`src/design/dltq_pkg.sv`:
```
// Package for the delta-list timer queue: request/response payload structs,
// request and status codes, cell command struct, parameter defaults.
// No dependencies.
package dltq_pkg;

   localparam int DEPTH_DEF     = 16;
   localparam int TIME_BITS_DEF = 16;
   localparam int ID_BITS_DEF   = 16;

   // request codes
   localparam logic [1:0] REQ_START  = 2'd0;
   localparam logic [1:0] REQ_CANCEL = 2'd1;
   localparam logic [1:0] REQ_TICK   = 2'd2;

   // status codes
   localparam logic [2:0] ST_STARTED   = 3'd0;
   localparam logic [2:0] ST_CANCELLED = 3'd1;
   localparam logic [2:0] ST_EXPIRED   = 3'd2;
   localparam logic [2:0] ST_NONE_DUE  = 3'd3;
   localparam logic [2:0] ST_FULL      = 3'd4;
   localparam logic [2:0] ST_NOT_FOUND = 3'd5;

   typedef struct packed {
      logic [1:0]  req_type;
      logic [15:0] timer_id;
      logic [15:0] duration_ticks;
   } dltq_req_type;

   typedef struct packed {
      logic [2:0]  status;
      logic [15:0] result_id;
      logic        last_result;
   } dltq_rsp_type;

   // per-cycle command to every cell of the chain
   typedef struct packed {
      logic shift;   // all cells take their neighbor toward the tail
      logic push;    // with shift: the tail cell takes the broadcast entry
      logic append;  // no shift: the cell just past the tail takes the broadcast entry
   } dltq_cmd_type;

endpackage

```
`src/design/dltq_cell.sv`:
```
// One storage cell of the timer chain: holds one (delta, id) entry.
// Depends on dltq_pkg.
module dltq_cell #(
   parameter int IDX       = 0,
   parameter int LEN_BITS  = 5,
   parameter int TIME_BITS = 16,
   parameter int ID_BITS   = 16
) (
   input  logic                  clock,
   input  dltq_pkg::dltq_cmd_type cmd,
   input  logic [LEN_BITS-1:0]   len,
   input  logic [TIME_BITS-1:0]  nxt_delta,
   input  logic [ID_BITS-1:0]    nxt_id,
   input  logic [TIME_BITS-1:0]  y_delta,
   input  logic [ID_BITS-1:0]    y_id,
   output logic [TIME_BITS-1:0]  delta,
   output logic [ID_BITS-1:0]    id
);
   import dltq_pkg::*;

   logic [TIME_BITS-1:0] delta_ff, delta_in;
   logic [ID_BITS-1:0]   id_ff, id_in;
   logic                 is_tail, is_next;

   assign is_tail = (len == LEN_BITS'(IDX + 1));
   assign is_next = (len == LEN_BITS'(IDX));

   always_comb begin
      delta_in = delta_ff;
      id_in    = id_ff;
      if (cmd.shift) begin
         if (cmd.push && is_tail) begin
            delta_in = y_delta;
            id_in    = y_id;
         end else begin
            delta_in = nxt_delta;
            id_in    = nxt_id;
         end
      end else if (cmd.append && is_next) begin
         delta_in = y_delta;
         id_in    = y_id;
      end
   end

   always_ff @(posedge clock) begin
      delta_ff <= delta_in;
      id_ff    <= id_in;
   end

   assign delta = delta_ff;
   assign id    = id_ff;

endmodule

```
`src/design/dltq_ctrl.sv`:
```
// Sequencer of the timer queue: rotates the cell ring once per request,
// inserting, removing or expiring entries at the head. Holds the entry count.
// Depends on dltq_pkg.
module dltq_ctrl #(
   parameter int LEN_BITS  = 5,
   parameter int DEPTH     = 16,
   parameter int TIME_BITS = 16,
   parameter int ID_BITS   = 16
) (
   input  logic                   clock,
   input  logic                   reset,
   input  logic                   req_valid,
   input  dltq_pkg::dltq_req_type req_data,
   output logic                   req_stall,
   input  logic [TIME_BITS-1:0]   head_delta,
   input  logic [ID_BITS-1:0]     head_id,
   input  logic                   out_free,
   output dltq_pkg::dltq_cmd_type cmd,
   output logic [LEN_BITS-1:0]    len,
   output logic [TIME_BITS-1:0]   y_delta,
   output logic [ID_BITS-1:0]     y_id,
   output logic                   res_valid,
   output dltq_pkg::dltq_rsp_type res_data
);
   import dltq_pkg::*;

   localparam logic [1:0] S_IDLE = 2'd0;
   localparam logic [1:0] S_RUN  = 2'd1;
   localparam logic [1:0] S_DONE = 2'd2;

   localparam logic [TIME_BITS-1:0] TIME_MAX = '1;

   logic [1:0]           state_ff, state_in;
   logic [1:0]           op_ff, op_in;
   logic [ID_BITS-1:0]   tid_ff, tid_in;
   logic [TIME_BITS-1:0] rem_ff, rem_in;      // start: remaining delay; cancel: folded delay
   logic [LEN_BITS-1:0]  steps_ff, steps_in;
   logic [LEN_BITS-1:0]  len_ff, len_in;
   logic                 flag_ff, flag_in;    // inserted / found / decremented
   logic                 lead_ff, lead_in;    // tick: still within leading due entries
   logic                 pend_v_ff, pend_v_in;
   logic [ID_BITS-1:0]   pend_id_ff, pend_id_in;
   logic [2:0]           fin_status_ff, fin_status_in;
   logic [15:0]          fin_id_ff, fin_id_in;

   logic                 accept;
   logic [TIME_BITS-1:0] dur_sat;
   logic [TIME_BITS:0]   fold_sum;
   logic [TIME_BITS-1:0] fold_sat;
   logic [TIME_BITS-1:0] tick_d;

   assign req_stall = (state_ff != S_IDLE);
   assign accept    = req_valid && !req_stall;
   assign len       = len_ff;

   always_comb begin
      if (33'(req_data.duration_ticks) > 33'(TIME_MAX)) begin
         dur_sat = TIME_MAX;
      end else begin
         dur_sat = TIME_BITS'(req_data.duration_ticks);
      end
   end

   assign fold_sum = (TIME_BITS+1)'(rem_ff) + (TIME_BITS+1)'(head_delta);
   assign fold_sat = fold_sum[TIME_BITS] ? TIME_MAX : fold_sum[TIME_BITS-1:0];
   assign tick_d   = (!flag_ff && head_delta != '0) ? head_delta - 1'b1 : head_delta;

   always_comb begin
      state_in      = state_ff;
      op_in         = op_ff;
      tid_in        = tid_ff;
      rem_in        = rem_ff;
      steps_in      = steps_ff;
      len_in        = len_ff;
      flag_in       = flag_ff;
      lead_in       = lead_ff;
      pend_v_in     = pend_v_ff;
      pend_id_in    = pend_id_ff;
      fin_status_in = fin_status_ff;
      fin_id_in     = fin_id_ff;
      cmd           = '0;
      y_delta       = head_delta;
      y_id          = head_id;
      res_valid     = 1'b0;
      res_data      = '0;

      case (state_ff)
         S_IDLE: begin
            if (accept) begin
               op_in     = req_data.req_type;
               tid_in    = ID_BITS'(req_data.timer_id);
               rem_in    = '0;
               steps_in  = len_ff;
               flag_in   = 1'b0;
               lead_in   = 1'b1;
               pend_v_in = 1'b0;
               fin_id_in = 16'(ID_BITS'(req_data.timer_id));
               case (req_data.req_type)
                  REQ_START: begin
                     rem_in = dur_sat;
                     if (len_ff >= LEN_BITS'(DEPTH)) begin
                        fin_status_in = ST_FULL;
                        state_in      = S_DONE;
                     end else begin
                        state_in = S_RUN;
                     end
                  end
                  REQ_CANCEL, REQ_TICK: begin
                     state_in = S_RUN;
                  end
                  default: begin
                     fin_status_in = ST_NONE_DUE;
                     fin_id_in     = '0;
                     state_in      = S_DONE;
                  end
               endcase
            end
         end

         S_RUN: begin
            case (op_ff)
               REQ_START: begin
                  if (steps_ff == '0) begin
                     if (!flag_ff) begin
                        cmd.append = 1'b1;
                        y_delta    = rem_ff;
                        y_id       = tid_ff;
                        len_in     = len_ff + 1'b1;
                     end
                     fin_status_in = ST_STARTED;
                     state_in      = S_DONE;
                  end else if (!flag_ff && rem_ff < head_delta) begin
                     // new entry goes before the head entry
                     cmd.append = 1'b1;
                     y_delta    = rem_ff;
                     y_id       = tid_ff;
                     len_in     = len_ff + 1'b1;
                     flag_in    = 1'b1;
                  end else if (!flag_ff) begin
                     cmd.shift = 1'b1;
                     cmd.push  = 1'b1;
                     rem_in    = rem_ff - head_delta;
                     steps_in  = steps_ff - 1'b1;
                  end else begin
                     // entry right after the insert loses the inserted delay
                     cmd.shift = 1'b1;
                     cmd.push  = 1'b1;
                     y_delta   = head_delta - rem_ff;
                     rem_in    = '0;
                     steps_in  = steps_ff - 1'b1;
                  end
               end

               REQ_CANCEL: begin
                  if (steps_ff == '0) begin
                     fin_status_in = flag_ff ? ST_CANCELLED : ST_NOT_FOUND;
                     state_in      = S_DONE;
                  end else if (head_id == tid_ff) begin
                     cmd.shift = 1'b1;
                     len_in    = len_ff - 1'b1;
                     rem_in    = fold_sat;
                     flag_in   = 1'b1;
                     steps_in  = steps_ff - 1'b1;
                  end else begin
                     cmd.shift = 1'b1;
                     cmd.push  = 1'b1;
                     y_delta   = fold_sat;
                     rem_in    = '0;
                     steps_in  = steps_ff - 1'b1;
                  end
               end

               REQ_TICK: begin
                  if (steps_ff == '0) begin
                     fin_status_in = pend_v_ff ? ST_EXPIRED : ST_NONE_DUE;
                     fin_id_in     = pend_v_ff ? 16'(pend_id_ff) : 16'd0;
                     state_in      = S_DONE;
                  end else if (lead_ff && tick_d == '0) begin
                     // due entry: the one held back is now known not to be last
                     if (!pend_v_ff || out_free) begin
                        res_valid            = pend_v_ff;
                        res_data.status      = ST_EXPIRED;
                        res_data.result_id   = 16'(pend_id_ff);
                        res_data.last_result = 1'b0;
                        pend_v_in  = 1'b1;
                        pend_id_in = head_id;
                        cmd.shift  = 1'b1;
                        len_in     = len_ff - 1'b1;
                        flag_in    = flag_ff | (head_delta != '0);
                        steps_in   = steps_ff - 1'b1;
                     end
                  end else begin
                     lead_in   = 1'b0;
                     cmd.shift = 1'b1;
                     cmd.push  = 1'b1;
                     y_delta   = tick_d;
                     flag_in   = flag_ff | (head_delta != '0);
                     steps_in  = steps_ff - 1'b1;
                  end
               end

               default: begin
                  state_in = S_DONE;
               end
            endcase
         end

         S_DONE: begin
            if (out_free) begin
               res_valid            = 1'b1;
               res_data.status      = fin_status_ff;
               res_data.result_id   = fin_id_ff;
               res_data.last_result = 1'b1;
               state_in             = S_IDLE;
            end
         end

         default: begin
            state_in = S_IDLE;
         end
      endcase
   end

   always_ff @(posedge clock) begin
      if (reset) begin
         state_ff <= S_IDLE;
         len_ff   <= '0;
      end else begin
         state_ff <= state_in;
         len_ff   <= len_in;
      end
      op_ff         <= op_in;
      tid_ff        <= tid_in;
      rem_ff        <= rem_in;
      steps_ff      <= steps_in;
      flag_ff       <= flag_in;
      lead_ff       <= lead_in;
      pend_v_ff     <= pend_v_in;
      pend_id_ff    <= pend_id_in;
      fin_status_ff <= fin_status_in;
      fin_id_ff     <= fin_id_in;
   end

endmodule

```
`src/design/delta_list_timer_queue.sv`:
```
// Top level of the delta-list timer queue: ring of storage cells, sequencer,
// response output register.
// Depends on dltq_pkg, dltq_cell, dltq_ctrl.
//
// Up to DEPTH pending timers are kept in expiry order in a chain of cells,
// each holding one delay relative to the entry ahead of it. Every start,
// cancel or tick request rotates the occupied part of the chain once through
// the head cell, where the sequencer inserts, folds away or expires entries.
// Between acceptance and the final response transaction the ring moves one
// entry per cycle past the head, except that a tick waits on rsp_stall for
// every expired timer beyond the first; a start that inserts before an
// existing entry appends it in a step of its own, without moving the ring.
// An unknown request type and a start on a full store answer without
// rotating the chain. req_stall is high
// while a request is in work; one finished response can wait in the output
// register while the next request is accepted. Each request yields exactly
// one response with last_result set, preceded for a tick by one response
// per further expired timer. No clearing pass is needed after reset.
module delta_list_timer_queue #(
   parameter int DEPTH     = dltq_pkg::DEPTH_DEF,
   parameter int TIME_BITS = dltq_pkg::TIME_BITS_DEF,
   parameter int ID_BITS   = dltq_pkg::ID_BITS_DEF
) (
   input  logic                   clock,
   input  logic                   reset,
   input  logic                   req_valid,
   output logic                   req_stall,
   input  dltq_pkg::dltq_req_type req_data,
   output logic                   rsp_valid,
   input  logic                   rsp_stall,
   output dltq_pkg::dltq_rsp_type rsp_data
);
   import dltq_pkg::*;

   localparam int LEN_BITS = $clog2(DEPTH + 1);

   // chain contents; the extra slot past the end feeds the last cell
   logic [TIME_BITS-1:0] cell_delta [DEPTH+1];
   logic [ID_BITS-1:0]   cell_id    [DEPTH+1];

   dltq_cmd_type         cmd;
   logic [LEN_BITS-1:0]  len;
   logic [TIME_BITS-1:0] y_delta;
   logic [ID_BITS-1:0]   y_id;
   logic                 res_valid;
   dltq_rsp_type         res_data;
   logic                 out_free;

   logic                 rsp_valid_ff, rsp_valid_in;
   dltq_rsp_type         rsp_data_ff, rsp_data_in;

   assign cell_delta[DEPTH] = '0;
   assign cell_id[DEPTH]    = '0;

   // output register is free when empty or being taken this cycle
   assign out_free = !rsp_valid_ff || !rsp_stall;

   dltq_ctrl #(
      .LEN_BITS  (LEN_BITS),
      .DEPTH     (DEPTH),
      .TIME_BITS (TIME_BITS),
      .ID_BITS   (ID_BITS)
   ) u_ctrl (
      .clock      (clock),
      .reset      (reset),
      .req_valid  (req_valid),
      .req_data   (req_data),
      .req_stall  (req_stall),
      .head_delta (cell_delta[0]),
      .head_id    (cell_id[0]),
      .out_free   (out_free),
      .cmd        (cmd),
      .len        (len),
      .y_delta    (y_delta),
      .y_id       (y_id),
      .res_valid  (res_valid),
      .res_data   (res_data)
   );

   // cell 0 is the head; data moves toward it on every shift
   for (genvar g = 0; g < DEPTH; g++) begin : g_cell
      dltq_cell #(
         .IDX       (g),
         .LEN_BITS  (LEN_BITS),
         .TIME_BITS (TIME_BITS),
         .ID_BITS   (ID_BITS)
      ) u_cell (
         .clock     (clock),
         .cmd       (cmd),
         .len       (len),
         .nxt_delta (cell_delta[g+1]),
         .nxt_id    (cell_id[g+1]),
         .y_delta   (y_delta),
         .y_id      (y_id),
         .delta     (cell_delta[g]),
         .id        (cell_id[g])
      );
   end

   // response output register
   always_comb begin
      rsp_valid_in = rsp_valid_ff;
      rsp_data_in  = rsp_data_ff;
      if (res_valid) begin
         rsp_valid_in = 1'b1;
         rsp_data_in  = res_data;
      end else if (!rsp_stall) begin
         rsp_valid_in = 1'b0;
      end
   end

   always_ff @(posedge clock) begin
      if (reset) begin
         rsp_valid_ff <= 1'b0;
      end else begin
         rsp_valid_ff <= rsp_valid_in;
      end
      rsp_data_ff <= rsp_data_in;
   end

   assign rsp_valid = rsp_valid_ff;
   assign rsp_data  = rsp_data_ff;

   // sequencer never overwrites a response that is still waiting
   a_no_overwrite : assert property (@(posedge clock) disable iff (reset)
      res_valid |-> out_free)
      else $error("response loaded into an occupied output register");

   // entry count stays within the chain
   a_len_bound : assert property (@(posedge clock) disable iff (reset)
      len <= LEN_BITS'(DEPTH))
      else $error("entry count beyond store depth");

   // a response without last_result means its request is still in work
   a_not_last_busy : assert property (@(posedge clock) disable iff (reset)
      (rsp_valid && !rsp_data.last_result) |-> req_stall)
      else $error("intermediate response while idle");

   // a start accepted on a full chain must not grow it
   a_full_hold : assert property (@(posedge clock) disable iff (reset)
      (req_valid && !req_stall && req_data.req_type == REQ_START
       && len == LEN_BITS'(DEPTH)) |=> (len == LEN_BITS'(DEPTH)))
      else $error("store grew past full");

endmodule

```
`config.mk`:
```
export PLATFORM = sky130hd
export DESIGN_NAME = delta_list_timer_queue
export DESIGN_NICKNAME = d
export VERILOG_FILES = /design/src/design/dltq_pkg.sv /design/src/design/dltq_cell.sv /design/src/design/dltq_ctrl.sv /design/src/design/delta_list_timer_queue.sv
export SDC_FILE = /design/constraint.sdc
export NUM_CORES = 1
export LEC_CHECK = 0
export CORE_MARGIN = 5
export CORE_UTILIZATION = 55
export DETAILED_ROUTE_END_ITERATION = 8
export DONT_BUFFER_PORTS = 1
export PLACE_DENSITY = 0.75
export SKIP_LAST_GASP = 1
export SYNTH_ARGS = -nofsm -noshare
export SYNTH_HDL_FRONTEND = slang
export SYNTH_SLANG_ARGS = --single-unit
```
`constraint.sdc`:
```
create_clock -name clock -period 6.58 [get_ports clock]
set_clock_uncertainty 0.1 [all_clocks]
set_input_delay 1.645 -clock clock [delete_from_list [all_inputs] [get_ports clock]]
set_output_delay 1.645 -clock clock [all_outputs]
set_load 0.02 [all_outputs]
```
==> results.toml <==
[synthesis]
synth_nets = 2307
synth_seq_area_share_pct = 59.6
synth_area_mm2 = 0.0309
yosysTopAreaCell = "edfxtp_1"
synthCells = 2202
synth_top_area_share_pct = 59.1
synth_top_flop_cell = "edfxtp_1"
synth.avg_cell_area_um2 = 14.0
synth_cell_types = 78
synth_async_sr_flop_share_pct = 0
ys_seq_elements = 617
synth-edff-count = 609
ys_warn_count = 0
netlist_top_cells_area = "edfxtp_1 (59%), mux2_2 (13%), mux2_1 (4.6%)"

[detailed_routing]
drt_iter0_drc = 1321
ant_nets = 0
drc_errors = 0
postRouteWirelength_mm = 65.6
post_drt_wl_per_cell_um = 22.1
vias = 18300
drt-pass1-iter-count = 5
via_per_inst = 6.15

[clocking]
max-clock-path-buffers = 3
cts_buffers = 61
cts_tree = "built"
cts-root-buf = "clkbuf_16"
clk_latency_ns = 0.63
clk_pin_slew_ns = 0.06
hold_buffers = 0
htree_num_levels = 2
clock_sinks = 617
ctsResizeCount = 0
postCtsSetupBuffers = 0

[critical_path]
crit_arrival_ns = 6.18
timing.rr.start = "g_cell[0].u_cell.delta[0]$_DFFE_PP_"
crit_start = "g_cell[0].u_cell.delta[0]$_DFFE_PP_"
crit_path_max_fanout = 32
reg2reg_to = "g_cell[12].u_cell.delta[10]$_DFFE_PP_"
cp-start-kind = "register"
critPathRequiredTime_ns = 6.84
worstRegToRegCells = 14
critPathKind = "register to register"
critPathCaptureType = "register"
reg2reg_slack_ns = 0.67

[cells_and_area]
drive_above_1_share_pct = 25.1
area_growth_pct = 8.86
final_cell_mix = "edfxtp_1 (609), mux2_2 (369), mux2_1 (127)"
final_util_pct = 60.1
insertedDiodeCount = 0
stdcell_count = 2974
multi_input_area_mm2 = 0.0115
layout_commonest_cell = "edfxtp_1"
n_fill_cell = 4266
register_area_mm2 = 0.0184
nNetsFinal = 2275

[global_route]
grt-ovfl-total = 0
grt_pass1_wl_mm = 105
antenna_found_initial = 1
grt_use_total_pct = 21.4
grt_max_degree = 45
grt_pass1_vias = 18300

[worst_hold_path]
hp-class = "register to register"
worstHoldEndpoint = "u_ctrl.pend_id_ff[0]$_DFFE_PP_"
hold_depth = 0
min_from = "g_cell[0].u_cell.id[0]$_DFFE_PP_"

[placed_design]
routabilityCongestion = 0.949
post-place-ws_ns = 0.808
port_buffers = 0
dp.cells = 2863
dp_hpwl_mm = 46.1

[sta]
max_freq_ghz = 0.169
period_share_pct = 89.9
slew_headroom_pct = 17.5
final.min_clock_period_ns = 5.91
hold_violations = 0
setup_violations = 0
finalSetupTns_ns = 0
fin_ws_ns = 0.668
worst_pin_slew_ns = 1.23
drv_slew = 0
rsz0062_at_grt = "false"

[floorplanning]
dieArea_mm2 = 0.0611
die_w_um = 247
num_rows = 87
initial_utilization_pct = 55.2
pin_count = 60
core_mm2 = 0.0561
die_h_um = 247

[job]
drv_cap = 0

[status]
outcome = "completed"

[power]
power_leakage_nw = 11.5
power_density_mw_per_mm2 = 326
ir_drop_uv = 223
[synthesized netlist by cell type (all sizes together), types with 17 or more instances]
| cell | count |
|---|---|
| nand3 | 26 |
| a22o | 40 |
| nor2 | 110 |
| a21o | 17 |
| o21ai | 71 |
| edfxtp | 609 |
| ha | 64 |
| buf | 61 |
| xnor2 | 39 |
| a211oi | 17 |
| a21oi | 82 |
| a31oi | 20 |
| clkbuf | 98 |
| nand2 | 80 |
| nor3 | 28 |
| mux2 | 496 |
| nor2b | 41 |
| inv | 60 |
[cell families after synthesis]
kind of cell    synth area share [%]
compound gates                  8.60
fa+ha+maj                       2.78
buf+inv                         3.43
mux                             18.3
simple gates                    5.91
flops                           59.6
xor+xnor                        1.36
[flip-flops by register name, indices dropped and copies added, names as in the netlist, 2 cells and up]
| register | flops |
|---|---|
| rsp_data | 20 |
| u_ctrl.pend_id_ff | 16 |
| u_ctrl.fin_id_ff | 16 |
| u_ctrl.tid_ff | 16 |
| u_ctrl.fin_status_ff | 3 |
| u_ctrl.op_ff | 2 |
| g_cell.u_cell.delta | 256 |
| g_cell.u_cell.id | 256 |
| u_ctrl.len | 5 |
| u_ctrl.steps_ff | 5 |
| u_ctrl.state_ff | 2 |
| u_ctrl.rem_ff | 16 |
[how the worst max path moves through the flow]
| stage | end | cells after the start | slack, ns |
|---|---|---|---|
| after floorplan | g_cell[4].u_cell.delta[0]$_DFFE_PP_ | 14 | 0.08 |
| after global placement | g_cell[12].u_cell.delta[4]$_DFFE_PP_ | 15 | 0.95 |
| after detailed placement | g_cell[13].u_cell.delta[1]$_DFFE_PP_ | 14 | 0.81 |
| after CTS | g_cell[12].u_cell.delta[10]$_DFFE_PP_ | 15 | 0.76 |
| after global routing | g_cell[3].u_cell.delta[1]$_DFFE_PP_ | 12 | 0.22 |
| final | g_cell[12].u_cell.delta[10]$_DFFE_PP_ | 14 | 0.67 |
[layout make-up]
cell class              count  share of cell area, %
flip-flops and latches    617                   54.8
repair buffers             64                   1.69
clock buffers              72                   4.66
well taps                 756                   2.81
clock inverters            39                   1.19
inverters                  64                  0.713
multi-input cells        1362                   34.2
[critical path, cell delays in order, from the launching register on]
cell and delay (ns):
edfxtp_1 0.53, inv_1 0.21, ha_1 0.28, nor4b_1 0.70, a41oi_1 0.48, mux2i_1 0.22
a221o_1 0.39, nor4_2 0.34, nand2_1 0.28, o21a_1 0.30, o31ai_4 0.66, buf_4 0.40
a41oi_4 0.05, buf_4 0.33, mux2_2 0.35
[power by group]
group	switching, W	internal, W
Combinational	0.00149	0.00102
Sequential	0.000172	0.00486
Clock	0.00147	0.00197
Total	0.00313	0.00785
[routing by layer]
layer | global-route usage [%] | vias up | part of all wire, %
met5 | 0 | - | 0
met4 | 7.56 | 0 | 3.6
met3 | 2.89 | 146 | 5.0
met2 | 35.4 | 577 | 48
met1 | 29.3 | 9143 | 44
li1 | - | 8411 | -
[through the flow]
step | power (W) | cell area (µm²) | hold WS [ns]
2_1_floorplan | 0.00692 | 30900 | 0.368
3_3_place_gp | 0.00749 | 31700 | 0.385
3_5_place_dp | 0.00757 | 31700 | 0.387
4_1_cts | 0.0110 | 33700 | 0.401
5_1_grt | 0.0115 | 33700 | 0.413
6_report | 0.0110 | 33700 | 0.403
(Power assumes the default switching activity.)
